$ cat config.mk
export PLATFORM = sky130hd
export DESIGN_NAME = bank_mapper_with_realtime_clock_core_flat
export DESIGN_NICKNAME = d
export VERILOG_FILES = /design/src/rtl/bmrtc_pkg.sv /design/src/rtl/bmrtc_in_if.sv /design/src/rtl/bmrtc_out_if.sv /design/src/rtl/bank_mapper_with_realtime_clock_core.sv /design/src/rtl/bmrtc_rtc.sv /design/src/rtl/bmrtc_ctrl.sv /design/src/flat_wrapper.sv
export SDC_FILE = /design/constraint.sdc
export NUM_CORES = 1
export LEC_CHECK = 0
export BUFFER_PORTS_ARGS = -buffer_cell sky130_fd_sc_hd__buf_2
export CAP_MARGIN = 20
export CORE_UTILIZATION = 35
export CTS_BUF_LIST = sky130_fd_sc_hd__clkbuf_8
export DETAILED_ROUTE_END_ITERATION = 10
export HOLD_SLACK_MARGIN = 0.1
export PLACE_DENSITY = 0.64
export SETUP_SLACK_MARGIN = 0.02
export SLEW_MARGIN = 20
export SYNTH_ARGS = -nofsm -noshare
export SYNTH_HDL_FRONTEND = slang
export SYNTH_SLANG_ARGS = --single-unit
$ cat constraint.sdc
create_clock -name i_clk -period 3.72 [get_ports i_clk]
set_clock_uncertainty 0.15 [all_clocks]
set_input_delay 0 -clock i_clk [delete_from_list [all_inputs] [get_ports i_clk]]
set_output_delay 0 -clock i_clk [all_outputs]
set_load 0.01 [all_outputs]
$ cat src/rtl/bmrtc_pkg.sv
// ----------------------------------------------------------------------------
// bmrtc_pkg
// Shared types and constants for the bank mapper with real-time clock.
// ----------------------------------------------------------------------------
`default_nettype none

package bmrtc_pkg;

    // Input item operation codes.
    typedef enum logic [2:0] {
        OP_ROM_RD = 3'd0,
        OP_ROM_WR = 3'd1,
        OP_RAM_RD = 3'd2,
        OP_RAM_WR = 3'd3,
        OP_TICK   = 3'd4
    } t_opcode;

    // Result item action codes.
    typedef enum logic [2:0] {
        ACT_NONE      = 3'd0,
        ACT_FETCH_ROM = 3'd1,
        ACT_READ_RAM  = 3'd2,
        ACT_WRITE_RAM = 3'd3,
        ACT_DIRECT    = 3'd4
    } t_action;

    // Clock register select codes.
    localparam logic [3:0] SEL_SECONDS  = 4'd8;
    localparam logic [3:0] SEL_MINUTES  = 4'd9;
    localparam logic [3:0] SEL_HOURS    = 4'd10;
    localparam logic [3:0] SEL_DAY_LOW  = 4'd11;
    localparam logic [3:0] SEL_DAY_HIGH = 4'd12;

    // ROM write region codes, taken from bus address bits 14:13.
    localparam logic [1:0] REG_RAM_GATE = 2'd0;
    localparam logic [1:0] REG_ROM_BANK = 2'd1;
    localparam logic [1:0] REG_SELECT   = 2'd2;
    localparam logic [1:0] REG_LATCH    = 2'd3;

    localparam int          ADDR_W        = 22;
    localparam logic [7:0]  RAM_GATE_KEY  = 8'h0A;
    localparam logic [7:0]  OPEN_BUS      = 8'hFF;
    localparam logic [7:0]  DAY_HIGH_MASK = 8'hC1;
    localparam logic [7:0]  DAY_HIGH_RST  = 8'h80;
    localparam logic [21:0] ROM_MASK_RST  = 22'h3FFFFF;

    typedef struct packed {
        logic [5:0] seconds;
        logic [5:0] minutes;
        logic [4:0] hours;
        logic [7:0] day_low;
        logic [7:0] day_high;
    } t_rtc_time;

    typedef struct packed {
        logic       tick;
        logic       write;
        logic       latch;
        logic [3:0] sel;
        logic [7:0] data;
    } t_rtc_cmd;

    typedef struct packed {
        logic [2:0]        action;
        logic [ADDR_W-1:0] mem_address;
        logic [7:0]        direct_data;
        logic [7:0]        store_byte;
    } t_result;

endpackage

`default_nettype wire

$ cat src/rtl/bmrtc_in_if.sv
// ----------------------------------------------------------------------------
// bmrtc_in_if
// Input channel: one bus access or clock tick per item.
// ----------------------------------------------------------------------------
`default_nettype none

interface bmrtc_in_if;
    logic        valid;
    logic        ready;
    logic [2:0]  opcode;
    logic [15:0] bus_address;
    logic [7:0]  write_byte;

    modport source (output valid, output opcode, output bus_address, output write_byte,
                    input ready);
    modport sink   (input valid, input opcode, input bus_address, input write_byte,
                    output ready);
endinterface

`default_nettype wire

$ cat src/rtl/bmrtc_out_if.sv
// ----------------------------------------------------------------------------
// bmrtc_out_if
// Result channel: what the external memory must do for one item.
// ----------------------------------------------------------------------------
`default_nettype none

interface bmrtc_out_if;
    logic        valid;
    logic        ready;
    logic [2:0]  action;
    logic [21:0] mem_address;
    logic [7:0]  direct_data;
    logic [7:0]  store_byte;

    modport source (output valid, output action, output mem_address, output direct_data,
                    output store_byte, input ready);
    modport sink   (input valid, input action, input mem_address, input direct_data,
                    input store_byte, output ready);
endinterface

`default_nettype wire

$ cat src/rtl/bank_mapper_with_realtime_clock_core.sv
// ----------------------------------------------------------------------------
// bank_mapper_with_realtime_clock_core
// Cartridge bank mapper with real-time clock; one item per cycle if unstalled.
// ----------------------------------------------------------------------------
// The input channel i_in carries one item per handshake: a ROM read or write,
// a RAM read or write, or a clock tick. The result channel o_out returns
// exactly one item for every input item, in order, telling the external
// memory what to do: nothing, fetch ROM, read RAM, write RAM, or take the
// byte returned directly (latched clock data or open bus).
// An accepted item lands in the input register; when it advances, the mapper
// and clock registers are updated and the result is loaded into the output
// register. While the receiver takes results, the block accepts one item per
// cycle: the input register refills in the same cycle its item moves to the
// output register. When the receiver stalls, the held result stays put, the
// input register keeps the next item, and i_in.ready falls only once both
// registers hold items. The ROM address mask is written on i_cfg_we; the user
// must do so only while the block is idle, as the block does not enforce it.
// Reset clears both channels, sets the ROM bank to one, closes the RAM gate,
// zeroes the clock with the day carry set and opens the ROM mask fully.
// ----------------------------------------------------------------------------
`default_nettype none

module bank_mapper_with_realtime_clock_core
    import bmrtc_pkg::*;
#(
    parameter int TICKS_PER_SECOND = 32,
    parameter int ROM_INDEX_BITS   = 22
) (
    input  wire logic        i_clk,
    input  wire logic        i_rst_n,
    bmrtc_in_if.sink         i_in,
    bmrtc_out_if.source      o_out,
    input  wire logic        i_cfg_we,
    input  wire logic [21:0] i_cfg_wdata
);

    // Result indices are limited to the ROM index width.
    localparam logic [ADDR_W-1:0] ROM_INDEX_MASK =
        ADDR_W'((64'd1 << ROM_INDEX_BITS) - 64'd1);

    logic [21:0] r_rom_mask;

    // Input register.
    logic        r_in_valid;
    logic [2:0]  r_opcode;
    logic [15:0] r_bus_address;
    logic [7:0]  r_write_byte;

    // Output register.
    logic        r_out_valid;
    t_result     r_out;

    logic        w_advance;
    logic        w_in_ready;
    t_rtc_cmd    w_rtc_cmd;
    t_rtc_time   w_held;
    t_result     w_result;
    t_result     w_result_masked;

    // The item in the input register is processed whenever the output
    // register is empty or is being emptied in this cycle.
    assign w_advance  = r_in_valid && (!r_out_valid || o_out.ready);
    assign w_in_ready = !r_in_valid || w_advance;
    assign i_in.ready = w_in_ready;

    always_ff @(posedge i_clk) begin
        if (!i_rst_n) begin
            r_rom_mask <= ROM_MASK_RST;
        end else if (i_cfg_we) begin
            r_rom_mask <= i_cfg_wdata;
        end
    end

    always_ff @(posedge i_clk) begin
        if (!i_rst_n) begin
            r_in_valid <= 1'b0;
        end else if (w_in_ready) begin
            r_in_valid <= i_in.valid;
        end
    end

    always_ff @(posedge i_clk) begin
        if (w_in_ready && i_in.valid) begin
            r_opcode      <= i_in.opcode;
            r_bus_address <= i_in.bus_address;
            r_write_byte  <= i_in.write_byte;
        end
    end

    always_ff @(posedge i_clk) begin
        if (!i_rst_n) begin
            r_out_valid <= 1'b0;
        end else if (w_advance) begin
            r_out_valid <= 1'b1;
        end else if (o_out.ready) begin
            r_out_valid <= 1'b0;
        end
    end

    always_comb begin
        w_result_masked             = w_result;
        w_result_masked.mem_address = w_result.mem_address & ROM_INDEX_MASK;
    end

    always_ff @(posedge i_clk) begin
        if (w_advance) begin
            r_out <= w_result_masked;
        end
    end

    bmrtc_ctrl u_ctrl (
        .i_clk              (i_clk),
        .i_rst_n            (i_rst_n),
        .i_fire             (w_advance),
        .i_opcode           (r_opcode),
        .i_bus_address      (r_bus_address),
        .i_write_byte       (r_write_byte),
        .i_rom_address_mask (r_rom_mask),
        .i_held             (w_held),
        .o_rtc_cmd          (w_rtc_cmd),
        .o_result           (w_result)
    );

    bmrtc_rtc #(
        .TICKS_PER_SECOND (TICKS_PER_SECOND)
    ) u_rtc (
        .i_clk   (i_clk),
        .i_rst_n (i_rst_n),
        .i_fire  (w_advance),
        .i_cmd   (w_rtc_cmd),
        .o_held  (w_held)
    );

    assign o_out.valid       = r_out_valid;
    assign o_out.action      = r_out.action;
    assign o_out.mem_address = r_out.mem_address;
    assign o_out.direct_data = r_out.direct_data;
    assign o_out.store_byte  = r_out.store_byte;

endmodule

`default_nettype wire

$ cat src/rtl/bmrtc_rtc.sv
// ----------------------------------------------------------------------------
// bmrtc_rtc
// Live and latched clock registers with the tick divider.
// ----------------------------------------------------------------------------
`default_nettype none

module bmrtc_rtc
    import bmrtc_pkg::*;
#(
    parameter int TICKS_PER_SECOND = 32
) (
    input  wire logic      i_clk,
    input  wire logic      i_rst_n,
    input  wire logic      i_fire,
    input  wire t_rtc_cmd  i_cmd,
    output t_rtc_time      o_held
);

    localparam int PW = (TICKS_PER_SECOND > 1) ? $clog2(TICKS_PER_SECOND) : 1;
    localparam logic [PW-1:0] PHASE_LAST = PW'(TICKS_PER_SECOND - 1);

    logic [PW-1:0] r_phase, n_phase;
    t_rtc_time     r_live, n_live;
    t_rtc_time     r_held, n_held;

    logic [6:0] w_sec1;
    logic [6:0] w_min1;
    logic [5:0] w_hr1;
    logic       w_cs, w_cm, w_ch;
    logic [7:0] w_dh;

    always_comb begin
        n_phase = r_phase;
        n_live  = r_live;
        n_held  = r_held;

        // Second advance: each field wraps within its width, carrying only
        // when it lands exactly on its limit.
        w_sec1 = {1'b0, r_live.seconds} + 7'd1;
        w_cs   = (w_sec1 == 7'd60);
        w_min1 = {1'b0, r_live.minutes} + {6'd0, w_cs};
        w_cm   = (w_min1 == 7'd60);
        w_hr1  = {1'b0, r_live.hours} + {5'd0, w_cm};
        w_ch   = (w_hr1 == 6'd24);
        w_dh   = r_live.day_high ^ 8'h01;

        if (i_cmd.tick) begin
            if (r_phase == PHASE_LAST) begin
                n_phase = '0;
                if (!r_live.day_high[6]) begin
                    n_live.seconds = w_cs ? 6'd0 : w_sec1[5:0];
                    n_live.minutes = w_cm ? 6'd0 : w_min1[5:0];
                    n_live.hours   = w_ch ? 5'd0 : w_hr1[4:0];
                    if (w_ch) begin
                        n_live.day_low = r_live.day_low + 8'd1;
                        if (r_live.day_low == 8'hFF) begin
                            n_live.day_high = w_dh[0] ? w_dh : (w_dh | DAY_HIGH_RST);
                        end
                    end
                end
            end else begin
                n_phase = r_phase + PW'(1);
            end
        end

        if (i_cmd.write) begin
            case (i_cmd.sel)
                SEL_SECONDS:  n_live.seconds  = i_cmd.data[5:0];
                SEL_MINUTES:  n_live.minutes  = i_cmd.data[5:0];
                SEL_HOURS:    n_live.hours    = i_cmd.data[4:0];
                SEL_DAY_LOW:  n_live.day_low  = i_cmd.data;
                SEL_DAY_HIGH: n_live.day_high = i_cmd.data & DAY_HIGH_MASK;
                default: ;
            endcase
        end

        if (i_cmd.latch) begin
            n_held = r_live;
        end
    end

    always_ff @(posedge i_clk) begin
        if (!i_rst_n) begin
            r_phase <= '0;
            r_live  <= '{seconds: '0, minutes: '0, hours: '0, day_low: '0,
                         day_high: DAY_HIGH_RST};
            r_held  <= '{seconds: '0, minutes: '0, hours: '0, day_low: '0,
                         day_high: DAY_HIGH_RST};
        end else if (i_fire) begin
            r_phase <= n_phase;
            r_live  <= n_live;
            r_held  <= n_held;
        end
    end

    assign o_held = r_held;

endmodule

`default_nettype wire

$ cat src/rtl/bmrtc_ctrl.sv
// ----------------------------------------------------------------------------
// bmrtc_ctrl
// Mapper control registers and the decode of one access into a result.
// ----------------------------------------------------------------------------
`default_nettype none

module bmrtc_ctrl
    import bmrtc_pkg::*;
(
    input  wire logic        i_clk,
    input  wire logic        i_rst_n,
    input  wire logic        i_fire,
    input  wire logic [2:0]  i_opcode,
    input  wire logic [15:0] i_bus_address,
    input  wire logic [7:0]  i_write_byte,
    input  wire logic [21:0] i_rom_address_mask,
    input  wire t_rtc_time   i_held,
    output t_rtc_cmd         o_rtc_cmd,
    output t_result          o_result
);

    logic [7:0] r_ram_gate, n_ram_gate;
    logic [7:0] r_rom_bank, n_rom_bank;
    logic [3:0] r_select, n_select;
    logic       r_latch_armed, n_latch_armed;

    logic              w_gate_open;
    logic              w_sel_ram;
    logic              w_sel_ok;
    logic [ADDR_W-1:0] w_ram_index;

    always_comb begin
        n_ram_gate    = r_ram_gate;
        n_rom_bank    = r_rom_bank;
        n_select      = r_select;
        n_latch_armed = r_latch_armed;
        o_rtc_cmd     = '0;
        o_rtc_cmd.sel  = r_select;
        o_rtc_cmd.data = i_write_byte;
        o_result      = '0;

        w_gate_open = (r_ram_gate == RAM_GATE_KEY);
        w_sel_ram   = (r_select[3:2] == 2'b00);
        w_sel_ok    = (i_write_byte[7:2] == 6'd0)
                   || ((i_write_byte >= 8'd8) && (i_write_byte <= 8'd12));
        w_ram_index = {7'd0, r_select[1:0], i_bus_address[12:0]};

        unique case (i_opcode)
            OP_ROM_RD: begin
                if (i_bus_address[15]) begin
                    o_result.action      = ACT_DIRECT;
                    o_result.direct_data = OPEN_BUS;
                end else if (!i_bus_address[14]) begin
                    o_result.action      = ACT_FETCH_ROM;
                    o_result.mem_address = {8'd0, i_bus_address[13:0]};
                end else begin
                    o_result.action      = ACT_FETCH_ROM;
                    o_result.mem_address = {r_rom_bank, i_bus_address[13:0]}
                                           & i_rom_address_mask;
                end
            end
            OP_ROM_WR: begin
                if (!i_bus_address[15]) begin
                    unique case (i_bus_address[14:13])
                        REG_RAM_GATE: n_ram_gate = i_write_byte;
                        REG_ROM_BANK: n_rom_bank = (i_write_byte == 8'd0) ? 8'd1
                                                                          : i_write_byte;
                        REG_SELECT: begin
                            if (w_sel_ok) begin
                                n_select = i_write_byte[3:0];
                            end
                        end
                        REG_LATCH: begin
                            o_rtc_cmd.latch = r_latch_armed && (i_write_byte == 8'd1);
                            n_latch_armed   = (i_write_byte == 8'd0);
                        end
                        default: ;
                    endcase
                end
            end
            OP_RAM_RD: begin
                o_result.action = ACT_DIRECT;
                o_result.direct_data = OPEN_BUS;
                if (w_gate_open) begin
                    if (w_sel_ram) begin
                        o_result.action      = ACT_READ_RAM;
                        o_result.mem_address = w_ram_index;
                        o_result.direct_data = 8'd0;
                    end else begin
                        case (r_select)
                            SEL_SECONDS:  o_result.direct_data = {2'd0, i_held.seconds};
                            SEL_MINUTES:  o_result.direct_data = {2'd0, i_held.minutes};
                            SEL_HOURS:    o_result.direct_data = {3'd0, i_held.hours};
                            SEL_DAY_LOW:  o_result.direct_data = i_held.day_low;
                            SEL_DAY_HIGH: o_result.direct_data = i_held.day_high;
                            default:      o_result.direct_data = OPEN_BUS;
                        endcase
                    end
                end
            end
            OP_RAM_WR: begin
                if (w_gate_open) begin
                    if (w_sel_ram) begin
                        o_result.action      = ACT_WRITE_RAM;
                        o_result.mem_address = w_ram_index;
                        o_result.store_byte  = i_write_byte;
                    end else begin
                        o_rtc_cmd.write = 1'b1;
                    end
                end
            end
            OP_TICK: o_rtc_cmd.tick = 1'b1;
            default: ;
        endcase
    end

    always_ff @(posedge i_clk) begin
        if (!i_rst_n) begin
            r_ram_gate    <= '0;
            r_rom_bank    <= 8'd1;
            r_select      <= '0;
            r_latch_armed <= 1'b0;
        end else if (i_fire) begin
            r_ram_gate    <= n_ram_gate;
            r_rom_bank    <= n_rom_bank;
            r_select      <= n_select;
            r_latch_armed <= n_latch_armed;
        end
    end

endmodule

`default_nettype wire

$ cat src/flat_wrapper.sv
// flat-port wrapper written by rule: the top's interface ports become plain ports
module bank_mapper_with_realtime_clock_core_flat import bmrtc_pkg::*;
#(
    parameter int TICKS_PER_SECOND = 32,
    parameter int ROM_INDEX_BITS   = 22
)
  (i_clk, i_rst_n, i_cfg_we, i_cfg_wdata, i_in_valid, i_in_opcode, i_in_bus_address, i_in_write_byte, i_in_ready, o_out_valid, o_out_action, o_out_mem_address, o_out_direct_data, o_out_store_byte, o_out_ready);
  bmrtc_in_if i_in_i ();
  bmrtc_out_if o_out_i ();
  input  wire logic i_clk;
  input  wire logic i_rst_n;
  input  wire logic i_cfg_we;
  input  wire logic [21:0] i_cfg_wdata;
  input wire logic [$bits(i_in_i.valid)-1:0] i_in_valid;
  input wire logic [$bits(i_in_i.opcode)-1:0] i_in_opcode;
  input wire logic [$bits(i_in_i.bus_address)-1:0] i_in_bus_address;
  input wire logic [$bits(i_in_i.write_byte)-1:0] i_in_write_byte;
  output wire logic [$bits(i_in_i.ready)-1:0] i_in_ready;
  output wire logic [$bits(o_out_i.valid)-1:0] o_out_valid;
  output wire logic [$bits(o_out_i.action)-1:0] o_out_action;
  output wire logic [$bits(o_out_i.mem_address)-1:0] o_out_mem_address;
  output wire logic [$bits(o_out_i.direct_data)-1:0] o_out_direct_data;
  output wire logic [$bits(o_out_i.store_byte)-1:0] o_out_store_byte;
  input wire logic [$bits(o_out_i.ready)-1:0] o_out_ready;
  assign i_in_i.valid = i_in_valid;
  assign i_in_i.opcode = i_in_opcode;
  assign i_in_i.bus_address = i_in_bus_address;
  assign i_in_i.write_byte = i_in_write_byte;
  assign i_in_ready = i_in_i.ready;
  assign o_out_valid = o_out_i.valid;
  assign o_out_action = o_out_i.action;
  assign o_out_mem_address = o_out_i.mem_address;
  assign o_out_direct_data = o_out_i.direct_data;
  assign o_out_store_byte = o_out_i.store_byte;
  assign o_out_i.ready = o_out_ready;
  bank_mapper_with_realtime_clock_core #(.TICKS_PER_SECOND(TICKS_PER_SECOND), .ROM_INDEX_BITS(ROM_INDEX_BITS)) u_core (.i_clk(i_clk), .i_rst_n(i_rst_n), .i_in(i_in_i), .o_out(o_out_i), .i_cfg_we(i_cfg_we), .i_cfg_wdata(i_cfg_wdata));
endmodule
==> results of run 1 <==
[power by group through the flow]
stage | registers (mW) | clock network [mW] | logic, mW
CTS | 2.09 | 1.40 | 0.304
detailed placement | 2.13 | 0 | 0.202
global route | 2.09 | 1.48 | 0.341
floorplan | 2.11 | 0 | 0.113
global placement | 2.13 | 0 | 0.199
finish | 2.09 | 1.38 | 0.314
[Yosys cell counts (5+ instances only)]
master    count
a21oi_1      39
o21ai_0      29
nor2_1       30
edfxtp_1     68
o21a_1        6
buf_1         6
nand2_1      68
a31oi_1       5
dfxtp_1     106
o31ai_1       5
mux2i_1      60
buf_2         6
nand4_1      13
nor3_1       15
o211a_1      14
o211ai_1     14
nand3_1      19
nor2b_1      56
inv_1        24
ha_1          8
clkbuf_1     34
mux4_2        5
a211oi_1      7
and3_1       22
[metrics by stage]
step | hold slack (ps) | area, µm² | util (%) | power [mW]
3_3_place_gp | 27.92 | 8713 | 39.80 | 2.327
4_1_cts | 102.1 | 10450 | 47.75 | 3.788
3_5_place_dp | 28.09 | 8717 | 39.82 | 2.331
2_1_floorplan | -51.13 | 7916 | - | 2.228
6_report | 115.2 | 10660 | 48.71 | 3.780
5_1_grt | 112.3 | 10660 | 48.71 | 3.912
[state kept, by name (all words and copies together), names as in the netlist, 16 cells and up]
| signal | flops |
|---|---|
| u_core.u_rtc.r_live | 28 |
| u_core.o_out.mem_address | 22 |
| u_core.r_bus_address | 16 |
| u_core.u_rtc.o_held | 28 |
| u_core.r_rom_mask | 22 |
[metal layers]
metal,vias up,part of all wire (%)
met4,0,2.3
met5,-,0
li1,3191,-
met2,282,47
met1,3276,43
met3,49,7.3
[final cells by class]
type | count | share of cell area, %
clock buffers | 17 | 2.194
clock inverters | 15 | 1.608
well taps | 280 | 3.286
repair buffers | 255 | 18.56
flip-flops and latches | 174 | 39.08
inverters | 25 | 0.8801
multi-input cells | 499 | 34.39
[critical path, cell delays in order, from the launching register on]
cell and delay, ps:
dfxtp_2 370, ha_4 140, nor2b_4 130, and4_4 240
ha_4 150, ha_4 200, nor4bb_4 310, nand2_2 120
nor2_4 150, ha_4 170, nand4_1 320, o32ai_4 300
buf_6 160, a31oi_4 40, o311ai_2 340, o41ai_1 130
o21a_1 180
[cell families after synthesis]
family | Yosys count | synth area share [%]
multiplexers | 66 | 9.239
buffers and inverters | 75 | 3.893
flip-flops | 174 | 53.10
AND/OR/NAND/NOR | 263 | 18.33
adder cells (fa/ha/maj) | 8 | 1.277
XOR/XNOR | 3 | 0.3351
AO/OA/AOI/OAI | 157 | 13.82
[repair_timing]
| item | 4_1_cts | 5_1_grt |
|---|---|---|
| endpoints found under the setup margin | 11 | 12 |
| hold buffers | 114 | 0 |
| pin swaps | 10 | 11 |
| cloned | 1 | 1 |
| buffers inserted | 12 | 11 |
| gates resized for setup | 14 | 22 |
| hold endpoints to repair | 110 | 0 |
[path summary, 6_finish.rpt]
kind	slack (ps)	from	to
max	20	u_core.u_rtc.r_live[27]	u_core.u_rtc.r_live[14]
min	120	i_in_bus_address[0]	u_core.r_bus_address[0]
min reg2reg	350	u_core.u_rtc.o_held[7]	u_core.u_rtc.o_held[7]
max reg2reg	20	u_core.u_rtc.r_live[27]	u_core.u_rtc.r_live[14]
==> run metrics, run 1 <==
drt pass-1 iters 5; Setup Slack @ Placement -156.1 ps; TritonCTS buffer count 17; Area Overhead vs Synth 35.98%; fin nets slightly above 1000; gpl congestion 0.8914; # diodes 0; Slew Limit Fails 0; switching power 911.0 µW; Net Count, Synth slightly above 800; sequential share of power 55.2%; crit start category register; critical path arrival just under 4000 ps; Core Region 21890 µm²; max-cap viol count 0; Leakage ~4.4 nW; Overflow after GRT 0; worst vdd ir 0.0002511 V; Post-route DRC 0; commonest non-fill, non-tap cell in the layout dlygate4sd3_1; Buffers on Ports 96; final worst slack around 23 ps; Tot GR Track Use 19.46%; Bufs on Longest Clock Path 2; RSZ-0062 raised after global routing true; Worst Hold Depth 2; Net Sw Frac 24.10%; synth warn 0; Synth async-reset ratio 0%; H-tree Lvls 4; largest net degree at the start of global routing 53; first-pass GRT wire length 34.29 mm; combinational share of power 8.3%; placed insts 1094; Avg WL per Cell 17.91 µm; Crit Path Class register to register; R2R depth 16; Multi-input gate area approximately 3700 µm²; fill count 1940; Post-synth EDFFs 68; FF+latch count, synth 174; Synth Cell Area 7841 µm²; met3 Use GR 4.102%; Tcrit/Tclk final slightly below 100%; clock power share 36.5%; Die Ht about 150 µm; syn_area_per_cell 10.51 µm²; Hold/Removal Path Class primary input to register; post-route insts no fill around 1300; worst-margin pin slew 771.9 ps; Skew-Pair Late Insertion Delay 470 ps; synth top area cells dfxtp_1 (27%), edfxtp_1 (26%), mux2i_1 (7.7%); Yosys cell types a little over 70; shortest period the worst path allows about 3700 ps; Achievable Freq about 0.27 GHz; die width 151.7 µm; vias in the first global route 6566; # rows 54; final setup fails 0; Clock Sinks roughly 170; Sequential Area between 4000 and 5000 µm²; commonest cells after routing, fill and taps aside dlygate4sd3_1 (114), dfxtp_1 (104), buf_2 (96); met2 usage 30.64%; Pwr per Cell Area 354.5 nW/µm²; busiest grt layer met2; Vias/cell roughly 5.4; Die Footprint about 23000 µm²; Initial Utilization 35.82%; CTS tree done; clock-pin slew on the worst setup and hold paths 90 ps; routed via count a little under 7000; I/O pin count 97; DR iter-0 viols 710; Post-synth top flop dfxtp_1; post-synth top area cell dfxtp_1; Crit. End Element register; Pint 2.869 mW; Worst Path Required 3940 ps; top cell type's share of synthesized area 27.06%; antenna violations before repair 0; Seq/Total Area, Yosys 53.10%; status finished clean; clock root cell clkbuf_8; Antenna Violating Nets Remaining 0; fraction of layout cells with a size suffix above 1 a little under a quarter; Cells after Synth 746; setup TNS 0 ps; Post-DP HPWL about 14 mm; GR Util met1 between 20% and 30%; Worst Path Max Fanout 4; Slew HR 48.54%; Routed WL 22.66 mm; Hold Fails Final Rpt 0
(Power assumes the default switching activity.)
==> run 2, diff against run 1 <==
--- a/config.mk
+++ b/config.mk
@@ -5,6 +5,7 @@
 export SDC_FILE = /design/constraint.sdc
 export NUM_CORES = 1
 export LEC_CHECK = 0
+export ABC_AREA = 1
 export BUFFER_PORTS_ARGS = -buffer_cell sky130_fd_sc_hd__buf_2
 export CAP_MARGIN = 20
 export CORE_UTILIZATION = 35
==> run metrics, run 2 <==
clock root cell clkbuf_8; Vias/cell 5.034; Cells after Synth about 940; die width 152.6 µm; Synth async-reset ratio 0%; post-layout total power 3.750 mW; TritonCTS buffer count 17; Net Sw Frac a little under a quarter; Net Count, Synth 1004; FF+latch count, synth 174; Slew HR 52.56%; Worst Path Max Fanout 7; Area Overhead vs Synth 28.40%; gpl congestion 0.8936; hold slack 132.6 ps; Crit. End Element register; Overflow after GRT 0; post-synth top area cell dfxtp_1; Final Core Density 46.28%; Hold/Removal Path Class primary input to register; post-route insts no fill 1426; Routed WL 21.87 mm; Initial Utilization a little over a third; crit start category register; Seq/Total Area, Yosys 52.44%; Post-DP HPWL 13.96 mm; DR iter-0 viols 582; Buffers on Ports 96; count leader, synth nand2_1; R2R depth 23; Leakage ~4 nW; fraction of layout cells with a size suffix above 1 18.76%; Die Footprint 23290 µm²; Core Region roughly 22000 µm²; clock power share between 30% and 40%; Skew-Pair Late Insertion Delay 460 ps; Worst Path Required 3900 ps; # diodes 0; sequential share of power 55.3%; routed via count ~7200; switching power 896.4 µW; final setup fails 0; # rows 54; worst vdd ir 0.0002359 V; top cell type's share of synthesized area 26.73%; vias in the first global route 6832; Die Ht 152.6 µm; Antenna Violating Nets Remaining 0; Post-route DRC 0; drt pass-1 iters 10; clock-pin slew on the worst setup and hold paths 80 ps; Worst Hold Depth 2; Achievable Freq 0.2908 GHz; critical path arrival 3620 ps; commonest cells after routing, fill and taps aside nand2_1 (200), dlygate4sd3_1 (103), dfxtp_1 (101); Pwr per Cell Area 367.9 nW/µm²; Avg WL per Cell 15.34 µm; first-pass GRT wire length ~35 mm; synth top area cells dfxtp_1 (27%), edfxtp_1 (26%), nand2_1 (9.5%); CTS tree done; Hold Fails Final Rpt 0; placed insts 1289; Tot GR Track Use 19.12%; Tcrit/Tclk final 92.43%; Post-synth top flop dfxtp_1; syn_area_per_cell 8.429 µm²; H-tree Lvls 4; Synth Cell Area 7940 µm²; Multi-input gate area 3292 µm²; Post-synth top cells nand2_1 (201), dfxtp_1 (106), nand3_1 (94); Crit Path Class register to register; setup TNS 0 ps; commonest non-fill, non-tap cell in the layout nand2_1; shortest period the worst path allows 3438 ps; synth warn 0; Yosys cell types between 40 and 50; status finished clean; Slew Limit Fails 0; antenna violations before repair 0; largest net degree at the start of global routing 40; fill count 2106; combinational share of power ~8.7%; Clock Sinks 174; Post-synth EDFFs 68; Pint roughly 2.9 mW; Sequential Area 4178 µm²; I/O pin count a little under 100; max-cap viol count 0; worst-margin pin slew ~700 ps; Bufs on Longest Clock Path 2; fin nets 1195
run 2: cell count changes in the layout (fill, tap and decap cells not counted), moves of 17 or more:
cell / delta
nand3_1: +73
inv_2: +17
mux2i_1: -60
and3_1: -21
a21oi_1: +37
o21ai_0: +37
buf_4: -32
nor2b_1: -55
nand2_1: +134
inv_1: +54
nor2_1: +36
run 2: power groups by stage:
stage | clock network (mW) | registers, mW | logic, mW
after floorplan | 0 | 2.12 | 0.119
after global placement | 0 | 2.12 | 0.233
after detailed placement | 0 | 2.12 | 0.234
after CTS | 1.38 | 2.07 | 0.315
after global routing | 1.45 | 2.08 | 0.354
final | 1.35 | 2.07 | 0.325
run 2: final timing paths:
check	endpoint	start	slack, ps
max	u_core.u_rtc.r_live[9]	u_core.u_rtc.r_live[29]	280
min	u_core.r_bus_address[13]	i_in_bus_address[13]	130
max reg2reg	u_core.u_rtc.r_live[9]	u_core.u_rtc.r_live[29]	280
min reg2reg	u_core.r_rom_mask[4]	u_core.r_rom_mask[4]	310
run 2: repair_timing:
item	4_1_cts	5_1_grt
resized for setup	0	24
hold buffers	102	1
buffers inserted	0	1
hold endpoints to repair	110	1
setup endpoints to repair	0	12
run 2: through the flow:
stage / setup slack (ps) / cell area (µm²)
2_1_floorplan: 302.7 / 7940
3_3_place_gp: 233.0 / 8651
3_5_place_dp: 138.4 / 8651
4_1_cts: 78.15 / 10080
5_1_grt: -3.851 / 10190
6_report: 281.6 / 10190
run 2: area by class of cell:
| cell class | count | area share, % |
|---|---|---|
| Sequential cell | 174 | 40.98 |
| Clock inverter | 11 | 1.141 |
| Clock buffer | 21 | 2.835 |
| Multi-Input combinational cell | 631 | 32.29 |
| Timing Repair Buffer | 210 | 15.67 |
| Inverter | 99 | 3.645 |
| Tap cell | 280 | 3.436 |
run 2: critical path, stage by stage (launching register included):
cell,delay [ps]
dfxtp_4,390
buf_4,120
nand4_1,90
nand2_1,80
nand2_2,80
nor2_4,170
ha_4,170
ha_4,150
nand3_2,90
xor2_2,170
nor2_1,110
nand3_1,120
inv_1,80
ha_2,180
ha_1,240
nor2_2,120
nand3_2,100
nor2_4,130
buf_6,140
nand3_1,110
nand2_1,100
nand3_1,70
nand3_1,70
a21oi_1,70
run 2: kinds of logic (layout without fill, tap and decap cells):
kind of cell	count (synthesis)	count (layout)	synth area share [%]
AO/OA/AOI/OAI	199	199	14.21
XOR/XNOR	4	4	0.4413
adder cells (fa/ha/maj)	8	8	1.261
buffers and inverters	138	341	7.138
flip-flops	174	174	52.44
AND/OR/NAND/NOR	419	420	24.50
run 2: routing by layer:
metal	track usage [%]	wire length (µm)	share of wire (%)	up-vias
met5	0	0	0	-
met2	30.23	10130	46	275
met4	5.772	341	1.6	0
li1	-	-	-	3547
met3	4.522	1549	7.1	27
met1	25.87	9853	45	3329
